==> config.mk <==
export PLATFORM = sky130hd
export DESIGN_NAME = moisture_window_pump_cycler_core
export DESIGN_NICKNAME = d
export VERILOG_FILES = /design/src/sv/mwpc_pkg.sv /design/src/sv/mwpc_ring.sv /design/src/sv/mwpc_run.sv /design/src/sv/moisture_window_pump_cycler_core.sv
export SDC_FILE = /design/constraint.sdc
export NUM_CORES = 1
export LEC_CHECK = 0
export BUFFER_PORTS_ARGS = -buffer_cell sky130_fd_sc_hd__buf_4
export CORE_MARGIN = 8
export CORE_UTILIZATION = 51
export DETAILED_ROUTE_END_ITERATION = 16
export PLACE_DENSITY = 0.73
export SETUP_SLACK_MARGIN = 0.02
export SKIP_LAST_GASP = 1
export SYNTH_ARGS = -nofsm -noshare
export SYNTH_HDL_FRONTEND = slang
export SYNTH_SLANG_ARGS = --single-unit
==> constraint.sdc <==
create_clock -name clk -period 4.1 [get_ports clk]
set_clock_uncertainty 0.05 [all_clocks]
set_input_delay 0.82 -clock clk [delete_from_list [all_inputs] [get_ports clk]]
set_output_delay 0.82 -clock clk [all_outputs]
set_load 0.01 [all_outputs]
==> src/sv/mwpc_pkg.sv <==
package mwpc_pkg;

	localparam int WIN_DEPTH = 10;
	localparam int IDX_W     = (WIN_DEPTH > 1) ? $clog2(WIN_DEPTH) : 1;
	localparam int SMP_W     = 8;
	localparam int CNT_W     = 8;
	localparam int PWM_W     = 15;
	localparam int CFG_IDX_W = 3;

	localparam logic [PWM_W-1:0] PWM_FULL = 15'h7FFF;

	// run status codes
	localparam logic [1:0] RS_OFF = 2'd0;
	localparam logic [1:0] RS_RUN = 2'd1;
	localparam logic [1:0] RS_END = 2'd2;

	// configuration register indexes
	localparam logic [CFG_IDX_W-1:0] CFG_DRY_THRESHOLD  = 3'd0;
	localparam logic [CFG_IDX_W-1:0] CFG_SAMPLE_CEILING = 3'd1;
	localparam logic [CFG_IDX_W-1:0] CFG_ON_TICKS       = 3'd2;
	localparam logic [CFG_IDX_W-1:0] CFG_OFF_TICKS      = 3'd3;
	localparam logic [CFG_IDX_W-1:0] CFG_RUN_CYCLES     = 3'd4;

	typedef struct packed {
		logic [SMP_W-1:0] dry_threshold;
		logic [SMP_W-1:0] sample_ceiling;
		logic [CNT_W-1:0] on_ticks;
		logic [CNT_W-1:0] off_ticks;
		logic [CNT_W-1:0] run_cycles;
	} cfg_t;

	typedef struct packed {
		logic [1:0] run_state;
		logic       drive_hold;
		logic       period_flag;
	} run_stat_t;

endpackage

==> src/sv/mwpc_ring.sv <==
module mwpc_ring
	import mwpc_pkg::*;
(
	input  logic             clk,
	input  logic             arst_n,
	input  logic             wr_en,
	input  logic [SMP_W-1:0] wr_data,
	input  logic             rd_en,
	input  logic [IDX_W-1:0] rd_addr,
	output logic             rd_valid,
	output logic [SMP_W-1:0] rd_data
);

	logic [SMP_W-1:0]     mem [WIN_DEPTH];
	logic [WIN_DEPTH-1:0] ent_vld_q;
	logic [IDX_W-1:0]     wr_idx_q;
	logic [SMP_W-1:0]     rd_raw_s1;
	logic                 rd_ent_vld_s1;
	logic                 rd_valid_s1;

	always_ff @(posedge clk) begin
		if (wr_en) begin
			mem[wr_idx_q] <= wr_data;
		end
		if (rd_en) begin
			rd_raw_s1 <= mem[rd_addr];
		end
	end

	always_ff @(posedge clk or negedge arst_n) begin
		if (!arst_n) begin
			ent_vld_q     <= '0;
			wr_idx_q      <= '0;
			rd_ent_vld_s1 <= 1'b0;
			rd_valid_s1   <= 1'b0;
		end else begin
			rd_valid_s1 <= rd_en;
			if (rd_en) begin
				rd_ent_vld_s1 <= ent_vld_q[rd_addr];
			end
			if (wr_en) begin
				ent_vld_q[wr_idx_q] <= 1'b1;
				// advance and wrap at the window depth
				if (wr_idx_q == IDX_W'(WIN_DEPTH - 1)) begin
					wr_idx_q <= '0;
				end else begin
					wr_idx_q <= wr_idx_q + 1'b1;
				end
			end
		end
	end

	// an entry never written reads as the cleared value
	assign rd_valid = rd_valid_s1;
	assign rd_data  = rd_ent_vld_s1 ? rd_raw_s1 : '0;

endmodule

==> src/sv/mwpc_run.sv <==
module mwpc_run
	import mwpc_pkg::*;
(
	input  logic      clk,
	input  logic      arst_n,
	input  logic      go,
	input  logic      request,
	input  cfg_t      cfg,
	output run_stat_t nxt
);

	logic [1:0]       run_state_q;
	logic             in_on_q;
	logic [CNT_W-1:0] on_cnt_q;
	logic [CNT_W-1:0] off_cnt_q;
	logic [CNT_W-1:0] cyc_q;
	logic             period_q;
	logic             drive_q;

	logic [1:0]       run_state_d;
	logic             in_on_d;
	logic [CNT_W-1:0] on_cnt_d;
	logic [CNT_W-1:0] off_cnt_d;
	logic [CNT_W-1:0] cyc_d;
	logic             drive_d;

	always_comb begin
		run_state_d = run_state_q;
		in_on_d     = in_on_q;
		on_cnt_d    = on_cnt_q;
		off_cnt_d   = off_cnt_q;
		cyc_d       = cyc_q;
		drive_d     = drive_q;
		priority if (!request && run_state_q != RS_RUN) begin
			run_state_d = RS_OFF;
			drive_d     = 1'b0;
		end else if (request && run_state_q == RS_OFF) begin
			// start a run; hold the drive this tick
			run_state_d = RS_RUN;
			on_cnt_d    = '0;
			off_cnt_d   = '0;
			cyc_d       = '0;
			in_on_d     = 1'b1;
		end else begin
			if (run_state_q == RS_END) begin
				drive_d = 1'b0;
			end else begin
				drive_d = in_on_q;
				if (in_on_q) begin
					if (on_cnt_q > cfg.on_ticks) begin
						on_cnt_d = '0;
						in_on_d  = 1'b0;
					end else begin
						on_cnt_d = on_cnt_q + 1'b1;
					end
				end else begin
					if (off_cnt_q > cfg.off_ticks) begin
						off_cnt_d = '0;
						in_on_d   = 1'b1;
						cyc_d     = cyc_q + 1'b1;
					end else begin
						off_cnt_d = off_cnt_q + 1'b1;
					end
				end
			end
			if (cyc_d > cfg.run_cycles) begin
				run_state_d = RS_END;
			end
		end
	end

	assign nxt.run_state   = run_state_d;
	assign nxt.drive_hold  = drive_d;
	assign nxt.period_flag = period_q | request;

	always_ff @(posedge clk or negedge arst_n) begin
		if (!arst_n) begin
			run_state_q <= RS_OFF;
			in_on_q     <= 1'b0;
			on_cnt_q    <= '0;
			off_cnt_q   <= '0;
			cyc_q       <= '0;
			period_q    <= 1'b0;
			drive_q     <= 1'b0;
		end else if (go) begin
			run_state_q <= run_state_d;
			in_on_q     <= in_on_d;
			on_cnt_q    <= on_cnt_d;
			off_cnt_q   <= off_cnt_d;
			cyc_q       <= cyc_d;
			period_q    <= nxt.period_flag;
			drive_q     <= drive_d;
		end
	end

endmodule

==> src/sv/moisture_window_pump_cycler_core.sv <==
// Pump cycler driven by 100 ms moisture ticks.
// Input channel (in_valid/in_ready): one word per tick with moisture_sample,
// diag_state and diag_request. Output channel (out_valid/out_ready): one
// result word per tick with the held pump drive, pwm compare, run status,
// the dry verdict of the sample window, the sticky request flag and an
// echo of the sample.
// Config channel (cfg_valid/cfg_ready/cfg_index/cfg_data): always ready;
// index 0..4 selects dry threshold, ceiling, on ticks, off ticks and run
// cycles. Write only while no tick is in flight.
// Each tick runs from acceptance to result as follows: the accepting edge
// writes the sample into the window memory, the walk reads the whole window one
// entry per cycle through the single read port, the flush state drains the registered
// read, and the emit state updates the run state and loads the output register. The
// next tick is accepted no earlier than the cycle after, so ticks never overlap.
// A result waiting in the output register does not block the next tick's
// walk; only the final update waits for the receiver to take it.
// Reset clears the window (all entries read as zero), the run state and the
// control and config registers to their defaults; output data is not reset.
module moisture_window_pump_cycler_core
	import mwpc_pkg::*;
(
	input  logic                 clk,
	input  logic                 arst_n,

	input  logic                 in_valid,
	output logic                 in_ready,
	input  logic [SMP_W-1:0]     moisture_sample,
	input  logic                 diag_state,
	input  logic                 diag_request,

	output logic                 out_valid,
	input  logic                 out_ready,
	output logic                 pump_drive,
	output logic [PWM_W-1:0]     pwm_compare,
	output logic [1:0]           run_status,
	output logic                 soil_dry,
	output logic                 period_seen,
	output logic [SMP_W-1:0]     latest_sample,

	input  logic                 cfg_valid,
	output logic                 cfg_ready,
	input  logic [CFG_IDX_W-1:0] cfg_index,
	input  logic [SMP_W-1:0]     cfg_data
);

	localparam logic [1:0] ST_IDLE  = 2'd0;
	localparam logic [1:0] ST_WALK  = 2'd1;
	localparam logic [1:0] ST_FLUSH = 2'd2;
	localparam logic [1:0] ST_EMIT  = 2'd3;

	logic [1:0]       state_q;
	logic [IDX_W-1:0] rd_addr_q;
	logic [SMP_W-1:0] sample_q;
	logic             dstate_q;
	logic             dreq_q;
	logic             dry_q;
	cfg_t             cfg_q;

	logic             in_acc;
	logic             rd_en;
	logic             rd_valid;
	logic [SMP_W-1:0] rd_data;
	logic             ent_ok;
	logic             request;
	logic             emit;
	logic             out_free;
	run_stat_t        run_nxt;

	logic             out_valid_q;
	logic             drive_q;
	logic [1:0]       status_q;
	logic             dry_out_q;
	logic             period_out_q;
	logic [SMP_W-1:0] sample_out_q;

	assign in_ready  = (state_q == ST_IDLE);
	assign in_acc    = in_valid && in_ready;
	assign cfg_ready = 1'b1;
	assign rd_en     = (state_q == ST_WALK);
	assign out_free  = !out_valid_q || out_ready;
	assign emit      = (state_q == ST_EMIT) && out_free;
	assign ent_ok    = !(rd_data < cfg_q.dry_threshold || rd_data > cfg_q.sample_ceiling);
	assign request   = dry_q || (dstate_q && dreq_q);

	mwpc_ring u_ring (
		.clk      (clk),
		.arst_n   (arst_n),
		.wr_en    (in_acc),
		.wr_data  (moisture_sample),
		.rd_en    (rd_en),
		.rd_addr  (rd_addr_q),
		.rd_valid (rd_valid),
		.rd_data  (rd_data)
	);

	mwpc_run u_run (
		.clk     (clk),
		.arst_n  (arst_n),
		.go      (emit),
		.request (request),
		.cfg     (cfg_q),
		.nxt     (run_nxt)
	);

	always_ff @(posedge clk or negedge arst_n) begin
		if (!arst_n) begin
			cfg_q.dry_threshold  <= 8'd80;
			cfg_q.sample_ceiling <= 8'd100;
			cfg_q.on_ticks       <= 8'd40;
			cfg_q.off_ticks      <= 8'd80;
			cfg_q.run_cycles     <= 8'd15;
		end else if (cfg_valid) begin
			unique case (cfg_index)
				CFG_DRY_THRESHOLD:  cfg_q.dry_threshold  <= cfg_data;
				CFG_SAMPLE_CEILING: cfg_q.sample_ceiling <= cfg_data;
				CFG_ON_TICKS:       cfg_q.on_ticks       <= cfg_data;
				CFG_OFF_TICKS:      cfg_q.off_ticks      <= cfg_data;
				CFG_RUN_CYCLES:     cfg_q.run_cycles     <= cfg_data;
				default: ;
			endcase
		end
	end

	always_ff @(posedge clk) begin
		if (in_acc) begin
			sample_q <= moisture_sample;
			dstate_q <= diag_state;
			dreq_q   <= diag_request;
		end
		if (emit) begin
			drive_q      <= run_nxt.drive_hold;
			status_q     <= run_nxt.run_state;
			dry_out_q    <= dry_q;
			period_out_q <= run_nxt.period_flag;
			sample_out_q <= sample_q;
		end
	end

	always_ff @(posedge clk or negedge arst_n) begin
		if (!arst_n) begin
			state_q     <= ST_IDLE;
			rd_addr_q   <= '0;
			dry_q       <= 1'b0;
			out_valid_q <= 1'b0;
		end else begin
			if (rd_valid) begin
				dry_q <= dry_q && ent_ok;
			end
			unique case (state_q)
				ST_IDLE: begin
					if (in_acc) begin
						rd_addr_q <= '0;
						dry_q     <= 1'b1;
						state_q   <= ST_WALK;
					end
				end
				ST_WALK: begin
					if (rd_addr_q == IDX_W'(WIN_DEPTH - 1)) begin
						state_q <= ST_FLUSH;
					end else begin
						rd_addr_q <= rd_addr_q + 1'b1;
					end
				end
				ST_FLUSH: begin
					// last entry's compare lands this cycle
					state_q <= ST_EMIT;
				end
				ST_EMIT: begin
					if (out_free) begin
						state_q <= ST_IDLE;
					end
				end
				default: state_q <= ST_IDLE;
			endcase
			if (emit) begin
				out_valid_q <= 1'b1;
			end else if (out_ready) begin
				out_valid_q <= 1'b0;
			end
		end
	end

	assign out_valid     = out_valid_q;
	assign pump_drive    = drive_q;
	assign pwm_compare   = drive_q ? PWM_FULL : '0;
	assign run_status    = status_q;
	assign soil_dry      = dry_out_q;
	assign period_seen   = period_out_q;
	assign latest_sample = sample_out_q;

endmodule

## Yosys cells after proc, flatten, opt, wreduce, memory -nomap -nowiden

Memory sizes are Yosys's and may differ from the RTL's. A register that Yosys moved wholly into a read port is not among the register bits.
Index checks and enable logic that the tools add are counted.

| word-level totals | value |
|---|---|
| register bits after elaboration | 116 |
| logic and storage cells | 138 |
| output and inout port bits | 31 |
| memories kept | 1 |
| RAM bits | 80 |
| input bits | 26 |

Memories:

| memory | depth | bits a word | read ports | clocked after Yosys merged registers in | write ports | line | text |
|---|---|---|---|---|---|---|---|
| u_ring.mem | 10 | 8 | 1 | 1 | 1 | mwpc_ring.sv:14 | `logic [SMP_W-1:0] mem [WIN_DEPTH];` |

| operators by class | value |
|---|---|
| equal/unequal tests | 17 |
| $add $sub $neg | 5 |
| $lt $le $gt $ge | 8 |
| muxes and demuxes | 46 |
| bitwise gates (word level) | 3 |
| reduce and logical (&&, ||, !) cells | 30 |

Operators with widths:

| kind | number |
|---|---|
| $mux 8 | 15 |
| $gt 8x8->1 | 4 |
| $add 8x1->8 const B | 3 |
| $mux 1 | 17 |
| $mux 15 | 1 |
| $mux 2 | 6 |
| $mux 4 | 3 |
| $reduce_and 2->1 | 6 |
| $lt 4x5->1 const B | 2 |
| $or 10x10->10 | 1 |
| $reduce_and 3->1 | 3 |
| $add 4x1->4 const B | 2 |
| $eq 4x4->1 const B | 2 |
| $lt 8x8->1 | 1 |
| $ne 2x2->1 const B | 4 |
| $pmux 2 s4 | 1 |
| $pmux 4 s2 | 1 |
| $reduce_and 4->1 | 2 |
| $logic_and 1x1->1 | 7 |
| $eq 2x2->1 const B | 3 |
| $eq 3x2->1 const B | 2 |
| $ne 2x1->1 const B | 3 |
| $reduce_bool 2->1 | 3 |
| $bmux 1 s4 | 1 |
| 11 further kinds | 16 |

## Longest topological paths before layout

Gate-level depths: netlist of run 1.

| logic depth | value |
|---|---|
| depth after elaboration | 10 |
| mapped depth | 16 |
| depth with buffers taken out | 15 |

## Hierarchy

From an unflattened synthesis of run 1, not the netlist that was laid out.

| second synthesis, totals | value |
|---|---|
| cell total of the unflattened synthesis | 746 |
| area total of the unflattened synthesis | 9651.8 um2 |

Modules (own cells, without submodules):

| module | cells an instance | area each (um2) | seq. area each (um2) | instances |
|---|---|---|---|---|
| mwpc_ring | 223 | 4087.7 | 3042.9 | 1 |
| moisture_window_pump_cycler_core | 248 | 3203.1 | 1908.1 | 1 |
| mwpc_run | 275 | 2361.0 | 725.7 | 1 |

## Worst setup path before layout of run 1

Ideal clock, no wire load.

| timing | value |
|---|---|
| path type | register to register |
| start point | register cfg_q[14] (netlist bit) |
| end point | register status_q[1], in the netlist run_status[1], data pin |
| stages on the path, launching flop included | 16 |
| path buffers | 1 |
| setup time | 254 ps |
| clock period less this slack | 3400 ps |
| path slack | 700 ps |
| data arrival time | 3096 ps |
| data required time | 3796 ps |
| cell sequence | dfstp_2 > inv_1 > ha_1 > nand4_1 > or3_1 > a211oi_2 > or2_2 > buf_6 > nand4_4 > xnor2_1 > ha_1 > nand4_1 > or2_2 > o21ai_0 > nor2_1 > a21o_1 |

RTL lines:

| item | line | text |
|---|---|---|
| from (decl) | moisture_window_pump_cycler_core.sv:57 | `cfg_t cfg_q;` |
| to (signal assigned) | moisture_window_pump_cycler_core.sv:132 | `status_q <= run_nxt.run_state;` |
| to (decl) | moisture_window_pump_cycler_core.sv:71 | `logic [1:0] status_q;` |

==> metrics.cfg, run 1 <==
[timing]
setup_violations=0
rsz0062_at_grt=no
min_period_ps=3749
finalCritPeriodShare_pct=91.45
maxSlewHeadroom_pct=23.33
fmax_ghz=0.2667
tns_ps=0
layout_setup_ws_ps=350.7
hold_viol_final=0
drv_slew=0
hold_ws_ps=193.1
worstMarginPinSlew_ps=1147

[clock_tree]
clock_latency_ps=510
clkTransAtPathRegs_ps=60
cts.path.max_buffers=3
post_cts_buffers=0
hold_buffers=0
cts_tree=built
cts-root-buf=clkbuf_16
numClockSinks=204
cts_buffers=22
h-tree-depth=1

[yosys]
yosysSeqAreaShare_pct=59.89
synth_area_per_cell_um2=12.56
synth-seq-cells=204
yosys_most_used_dff=edfxtp_1
yosys-top-cells-area=edfxtp_1 35%, dfrtp_1 21%, ha_1 6.3%
synth_edf_count=111
syn-cell-area_um2=9479
synth_top_area_cell=edfxtp_1
syn_nets=829
netlist_instances=755
yosysTopAreaCellShare_pct=35.16
yosysUniqueCellTypes=61
async_flop_share_pct=45.59
ys_warn_count=0

[floorplanning]
num_io_pins=57
rows=50
dieArea_um2=23200
die_y_um=152.3
core_area_um2=18460
die_w_um=152.3
initial_core_util_pct=51.36

[detailed_routing]
drtIter0Drc=384
wl_mm=20.34
viasPerCell=5.748
routedWlPerCell_um=19.19
ant_nets=0
num_vias=6093
drc=0
drt-pass1-iter-count=5

[critical_path]
end_kind=register
rr_worst_depth=14
cp_data_required_time_ps=4300
arrival_ps=3950
critPathLaunchType=register
worstPathMaxFanout=12
crit_type=register to register
r2r_setup_slack_ps=350
rr_startpoint=cfg_q[14]$_DFFE_PN1P_
setup.worst_path.end=run_status[1]$_DFFE_PP_
worstSetupStartpoint=cfg_q[14]$_DFFE_PN1P_
reg2reg_to=run_status[1]$_DFFE_PP_

[global_route]
grt.overflow.total=0
grt_pass1_wl_mm=32.86
antenna_found_initial=0
grt_max_degree=35
track_usage_pct=17.46
first_global_vias=6346

[final_layout]
drive_gt1_share_pct=19.85
layout.nets=884
final_cell_mix=111 x edfxtp_1, 80 x dfrtp_1, 72 x buf_4
final_area_um2=10810
fill_cells=1387
area_delta_synth_final_pct=14.02
diodes=0
final_common_cell=edfxtp_1
final_util_pct=58.56
finalNonFillerCells=1060

[status]
outcome=finished, final reports clean

[hold_path]
hold_class=primary input to async pin

[power]
powerDensity_nw_per_um2=654.5
p_leak_nw=4.407
ir_drop_mv=0.4803
power_mw=7.074

[placement]
placed_area_um2=10090
dp_cells=1020
place_hpwl_mm=14.12
io_buffers=55
pre_cts_ws_ps=317.9
gp_congestion=0.8511

[run]
cap_viol_max_count=0

synth_stat cells, types with 3 or more instances:
cell type / number
a211oi_1: 11
a21o_1: 11
a21oi_1: 30
a221oi_1: 3
a22o_1: 3
a311oi_1: 3
a31oi_1: 5
and2_1: 10
and3_1: 7
buf_2: 8
buf_4: 16
clkbuf_1: 16
dfrtp_1: 80
dfstp_2: 13
edfxtp_1: 111
ha_1: 48
inv_1: 52
mux2_2: 14
mux2i_1: 9
mux4_2: 18
nand2_1: 66
nand2b_1: 6
nand3_1: 12
nand4_1: 15
nor2_1: 28
nor2b_1: 18
nor3_1: 8
nor3b_1: 3
nor4_1: 4
o211ai_1: 8
o21ai_0: 56
or2_2: 12
or3_1: 4
xnor2_1: 6
xor2_1: 8
where the power goes:
part | switching, mW | internal (mW)
registers | 0.423 | 2.63
clock network | 0.769 | 1.21
logic | 1.07 | 0.968
worst min-delay path by stage:
| stage | from | end | slack, ps | cells after the start |
|---|---|---|---|---|
| 6_report | arst_n | cfg_q[18]$_DFFE_PN0P_ | 190 | 1 |
| 5_1_grt | arst_n | cfg_q[18]$_DFFE_PN0P_ | 220 | 1 |
| 4_1_cts | arst_n | cfg_q[18]$_DFFE_PN0P_ | 200 | 1 |
| 3_5_place_dp | sample_q[1]$_DFFE_PP_ | latest_sample[1]$_DFFE_PP_ | 360 | 0 |
| 3_3_place_gp | sample_q[7]$_DFFE_PP_ | latest_sample[7]$_DFFE_PP_ | 360 | 0 |
| 2_1_floorplan | sample_q[0]$_DFFE_PP_ | latest_sample[0]$_DFFE_PP_ | 350 | 0 |
kinds of logic (layout without fill, tap and decap cells):
| group | count (synthesis) | after routing | share of synthesized area (%) |
|---|---|---|---|
| adder cells (fa/ha/maj) | 48 | 48 | 6.336 |
| buffers and inverters | 94 | 165 | 4.541 |
| XOR/XNOR | 14 | 14 | 1.294 |
| multiplexers | 41 | 41 | 6.890 |
| other | 1 | 1 | 0.03956 |
| flip-flops | 204 | 204 | 59.89 |
| AO/OA/AOI/OAI | 152 | 152 | 10.14 |
| AND/OR/NAND/NOR | 201 | 201 | 10.88 |
worst max-delay path, cell delays in order (launching register included):
cell and delay (ps):
dfstp_2 540, inv_1 40, ha_1 280, nand4_1 150, or3_1 350, a211oi_2 260, or2_2 320, and2_1 210
xor2_1 80, ha_1 300, nand4_1 130, or2_2 310, o21ai_1 200, nor2_1 120, a21o_1 170
sequential cells by signal (all words and copies together) (netlist names), 2 cells and up:
signal and count:
u_ring.ent_vld_q 10, cfg_q 40, run_status 2, u_run.cyc_q 8, u_ring.rd_raw_s1 8, sample_q 8
u_run.run_state_q 2, u_ring.mem 80, u_run.on_cnt_q 8, u_run.off_cnt_q 8, latest_sample 8, u_ring.wr_idx_q 4
rd_addr_q 4, state_q 2
timing repair:
item,CTS,global route
endpoints found under the hold margin,0,0
endpoints found under the setup margin,0,2
gates resized for setup,0,1
layout make-up:
| class | count | area, µm² | share of cell area, % |
|---|---|---|---|
| inverters | 53 | 198.9 | 1.841 |
| multi-input cells | 457 | 3378 | 31.26 |
| repair buffers | 72 | 540.5 | 5.001 |
| clock inverters | 5 | 111.4 | 1.030 |
| well taps | 234 | 292.8 | 2.709 |
| clock buffers | 35 | 609.3 | 5.638 |
| flip-flops and latches | 204 | 5677 | 52.52 |
layer usage:
metal  vias to the layer above  share of wire, %  track usage [%]
met3                        48               5.4            3.460
li1                       2865                 -                -
met2                       165                50            31.35
met1                      3015                41            20.36
met4                         0               3.1            6.426
met5                         -                 0                0
(Power assumes the default switching activity.)
==> run 2, diff against run 1 <==
- BUFFER_PORTS_ARGS: -buffer_cell sky130_fd_sc_hd__buf_4 -> unset
- DONT_BUFFER_PORTS: unset -> 1
- PLACE_DENSITY: 0.73 -> 0.7
- SYNTH_HIERARCHICAL: unset -> 1
==> run 2 against run 1 <==
Setup slack gained 250 ps. Register-to-register slack gained 250 ps. Critical endpoint is now run_status[0]$_DFFE_PP_. Largest power group unchanged. Design area shrank 2.3%.
==> metrics.cfg, run 2 <==
[yosys]
synth_common_cells=111 x edfxtp_1, 80 x dfrtp_1, 64 x nand2_1  ; was 111 x edfxtp_1, 80 x dfrtp_1, 66 x nand2_1
yosys_most_used_dff=edfxtp_1  ; unchanged
yosysTopAreaCellShare_pct=34.53  ; was 35.16%
ys_warn_count=6  ; was 0
syn_nets=820  ; was 829
yosys-top-cells-area=edfxtp_1 35%, dfrtp_1 21%, ha_1 6.2%  ; was edfxtp_1 35%, dfrtp_1 21%, ha_1 6.3%
synth_edf_count=111  ; unchanged
synth-seq-cells=204  ; unchanged
synth_top_area_cell=edfxtp_1  ; unchanged
synth_area_per_cell_um2=12.94  ; was 12.56 µm²
netlist_instances=746  ; was 755
yosysUniqueCellTypes=77  ; was 61
yosysSeqAreaShare_pct=58.82  ; was 59.89%
yosysMostFrequentCell=edfxtp_1  ; unchanged
async_flop_share_pct=45.59  ; unchanged
syn-cell-area_um2=9652  ; was 9479 µm²

[floorplanning]
die_y_um=153.6  ; was 152.3 µm
rows=50  ; unchanged
initial_core_util_pct=51.77  ; was 51.36%
dieArea_um2=23580  ; was 23,200 µm²
core_area_um2=18640  ; was 18,460 µm²
num_io_pins=57  ; unchanged
die_w_um=153.6  ; was 152.3 µm

[global_route]
track_usage_pct=16.64  ; was 17.46%
antenna_found_initial=0  ; unchanged
grt_pass1_wl_mm=31.56  ; was 32.86 mm
first_global_vias=5880  ; was 6,346
grt_max_degree=81  ; was 35
grt.overflow.total=0  ; unchanged

[final_layout]
ff_latch_area_um2=5677  ; unchanged
final_cell_mix=111 x edfxtp_1, 80 x dfrtp_1, 64 x nand2_1  ; was 111 x edfxtp_1, 80 x dfrtp_1, 72 x buf_4
layout.nets=815  ; was 884
fill_cells=1482  ; was 1,387
drive_gt1_share_pct=16.67  ; was 19.85%
area_delta_synth_final_pct=9.437  ; was 14.02%
multi_input_area_um2=3526  ; was 3378 µm²
largest-register=u_ring/mem  ; was u_ring.mem
reg_top3=u_ring/mem x80, cfg_q x40, u_ring/ent_vld_q x10  ; was u_ring.mem x80, cfg_q x40, u_ring.ent_vld_q x10
finalNonFillerCells=990  ; was 1,060
final_util_pct=56.66  ; was 58.56%
final_common_cell=edfxtp_1  ; unchanged
diodes=0  ; unchanged
largest_reg_flops=80  ; unchanged
final_area_um2=10560  ; was 10,810 µm²

[detailed_routing]
drt-pass1-iter-count=5  ; unchanged
wl_mm=19.63  ; was 20.34 mm
ant_nets=0  ; unchanged
drc=0  ; unchanged
num_vias=5680  ; was 6,093
viasPerCell=5.737  ; was 5.748
drtIter0Drc=293  ; was 384
routedWlPerCell_um=19.83  ; was 19.19 µm

[power]
powerDensity_nw_per_um2=652.3  ; was 654.5 nW/µm²
power_mw=6.891  ; was 7.074 mW
p_leak_nw=4.199  ; was 4.407 nW
ir_drop_mv=0.3875  ; was 0.4803 mV

[placement]
io_buffers=0  ; was 55
place_hpwl_mm=13.47  ; was 14.12 mm
pre_cts_ws_ps=600.4  ; was 317.9 ps
dp_cells=949  ; was 1,020
gp_congestion=0.8467  ; was 0.8511
placed_area_um2=9751  ; was 10,090 µm²

[critical_path]
end_kind=register  ; unchanged
critPathLaunchType=register  ; unchanged
crit_type=register to register  ; unchanged
cp_data_required_time_ps=4400  ; was 4300 ps
arrival_ps=3810  ; was 3950 ps
worstPathMaxFanout=11  ; was 12

[timing]
fmax_ghz=0.2856  ; was 0.2667 GHz
tns_ps=0  ; unchanged
layout_setup_ws_ps=598.4  ; was 350.7 ps
finalCritPeriodShare_pct=85.41  ; was 91.45%
setup_violations=0  ; unchanged
rsz0062_at_grt=no  ; unchanged
maxSlewHeadroom_pct=28.42  ; was 23.33%
worstMarginPinSlew_ps=1074  ; was 1147 ps
hold_ws_ps=120.1  ; was 193.1 ps
hold_viol_final=0  ; unchanged
min_period_ps=3502  ; was 3749 ps
drv_slew=0  ; unchanged

[hold_path]
hold_class=primary input to async pin  ; unchanged

[clock_tree]
numClockSinks=204  ; unchanged
cts.path.max_buffers=3  ; unchanged
cts_buffers=23  ; was 22
cts_tree=built  ; unchanged
post_cts_buffers=0  ; unchanged
h-tree-depth=1  ; unchanged
clkTransAtPathRegs_ps=60  ; about the same
cts-root-buf=clkbuf_16  ; unchanged
clock_latency_ps=500  ; was 510 ps

[run]
cap_viol_max_count=0  ; unchanged

[status]
outcome=finished, final reports clean  ; unchanged

-- run 2: changes by cell type in the layout (fill, tap and decap cells not counted), moves of 11 or more --
cell / delta
buf_4: -66
mux2_2: +14
nand2b_1: +14
o211ai_1: +11
o21ai_0: -31
-- run 2: kinds of logic after synthesis --
kind of cell             Yosys count  share of synthesized area [%]
multiplexers                      51                          8.154
buffers and inverters             88                          4.654
flip-flops                       204                          58.82
AND/OR/NAND/NOR                  221                          12.41
XOR/XNOR                          21                          1.906
AO/OA/AOI/OAI                    112                          7.804
other                              1                        0.03885
adder cells (fa/ha/maj)           48                          6.222
-- run 2: final timing paths --
check                                      start  slack [ps]                         end  depth (start not counted)
setup / recovery           cfg_q[14]$_DFFE_PN1P_         600     run_status[0]$_DFFE_PP_                         14
hold / removal                            arst_n         120       cfg_q[38]$_DFFE_PN1P_                          0
setup reg to reg           cfg_q[14]$_DFFE_PN1P_         600     run_status[0]$_DFFE_PP_                         14
hold reg to reg            sample_q[0]$_DFFE_PP_         370  latest_sample[0]$_DFFE_PP_                          0
max in group asynchronous                 arst_n        3490       cfg_q[15]$_DFFE_PN0P_                          1
min in group clk              moisture_sample[0]         370  u_ring/mem[6][0]$_DFFE_PP_                          0
-- run 2: area by class of cell --
type | count | share of cell area [%]
inverters | 50 | 1.801
repair buffers | 8 | 0.8766
clock buffers | 30 | 5.982
flip-flops and latches | 204 | 53.74
multi-input cells | 454 | 33.38
clock inverters | 10 | 1.445
well taps | 234 | 2.772
-- run 2: report_power, final --
group	switching (mW)	internal, mW	leakage (nW)
Sequential	0.402	2.61	2.12
Clock	0.779	1.33	0.388
Combinational	0.980	0.785	1.70
Total	2.16	4.73	4.20
-- run 2: repair_timing --
action,4_1_cts,5_1_grt
hold buffers,1,0
hold endpoints to repair,80,0
gates resized for setup,0,0
-- run 2: worst max-delay path: stages (launching register included) --
cell,delay [ps]
dfstp_2,530
inv_1,40
ha_1,300
nand4_1,110
a21oi_1,250
o211a_1,370
nand2_1,150
xnor2_1,150
ha_1,300
a21o_1,160
a21oi_1,130
nor2b_1,60
o31ai_1,450
o211ai_1,210
nand2_1,110
-- run 2: per-layer routing --
layer / track usage [%] / part of all wire, %
met1: 21.29 / 43
met2: 28.54 / 49
met3: 2.719 / 4.6
met4: 5.226 / 2.7
met5: 0 / 0
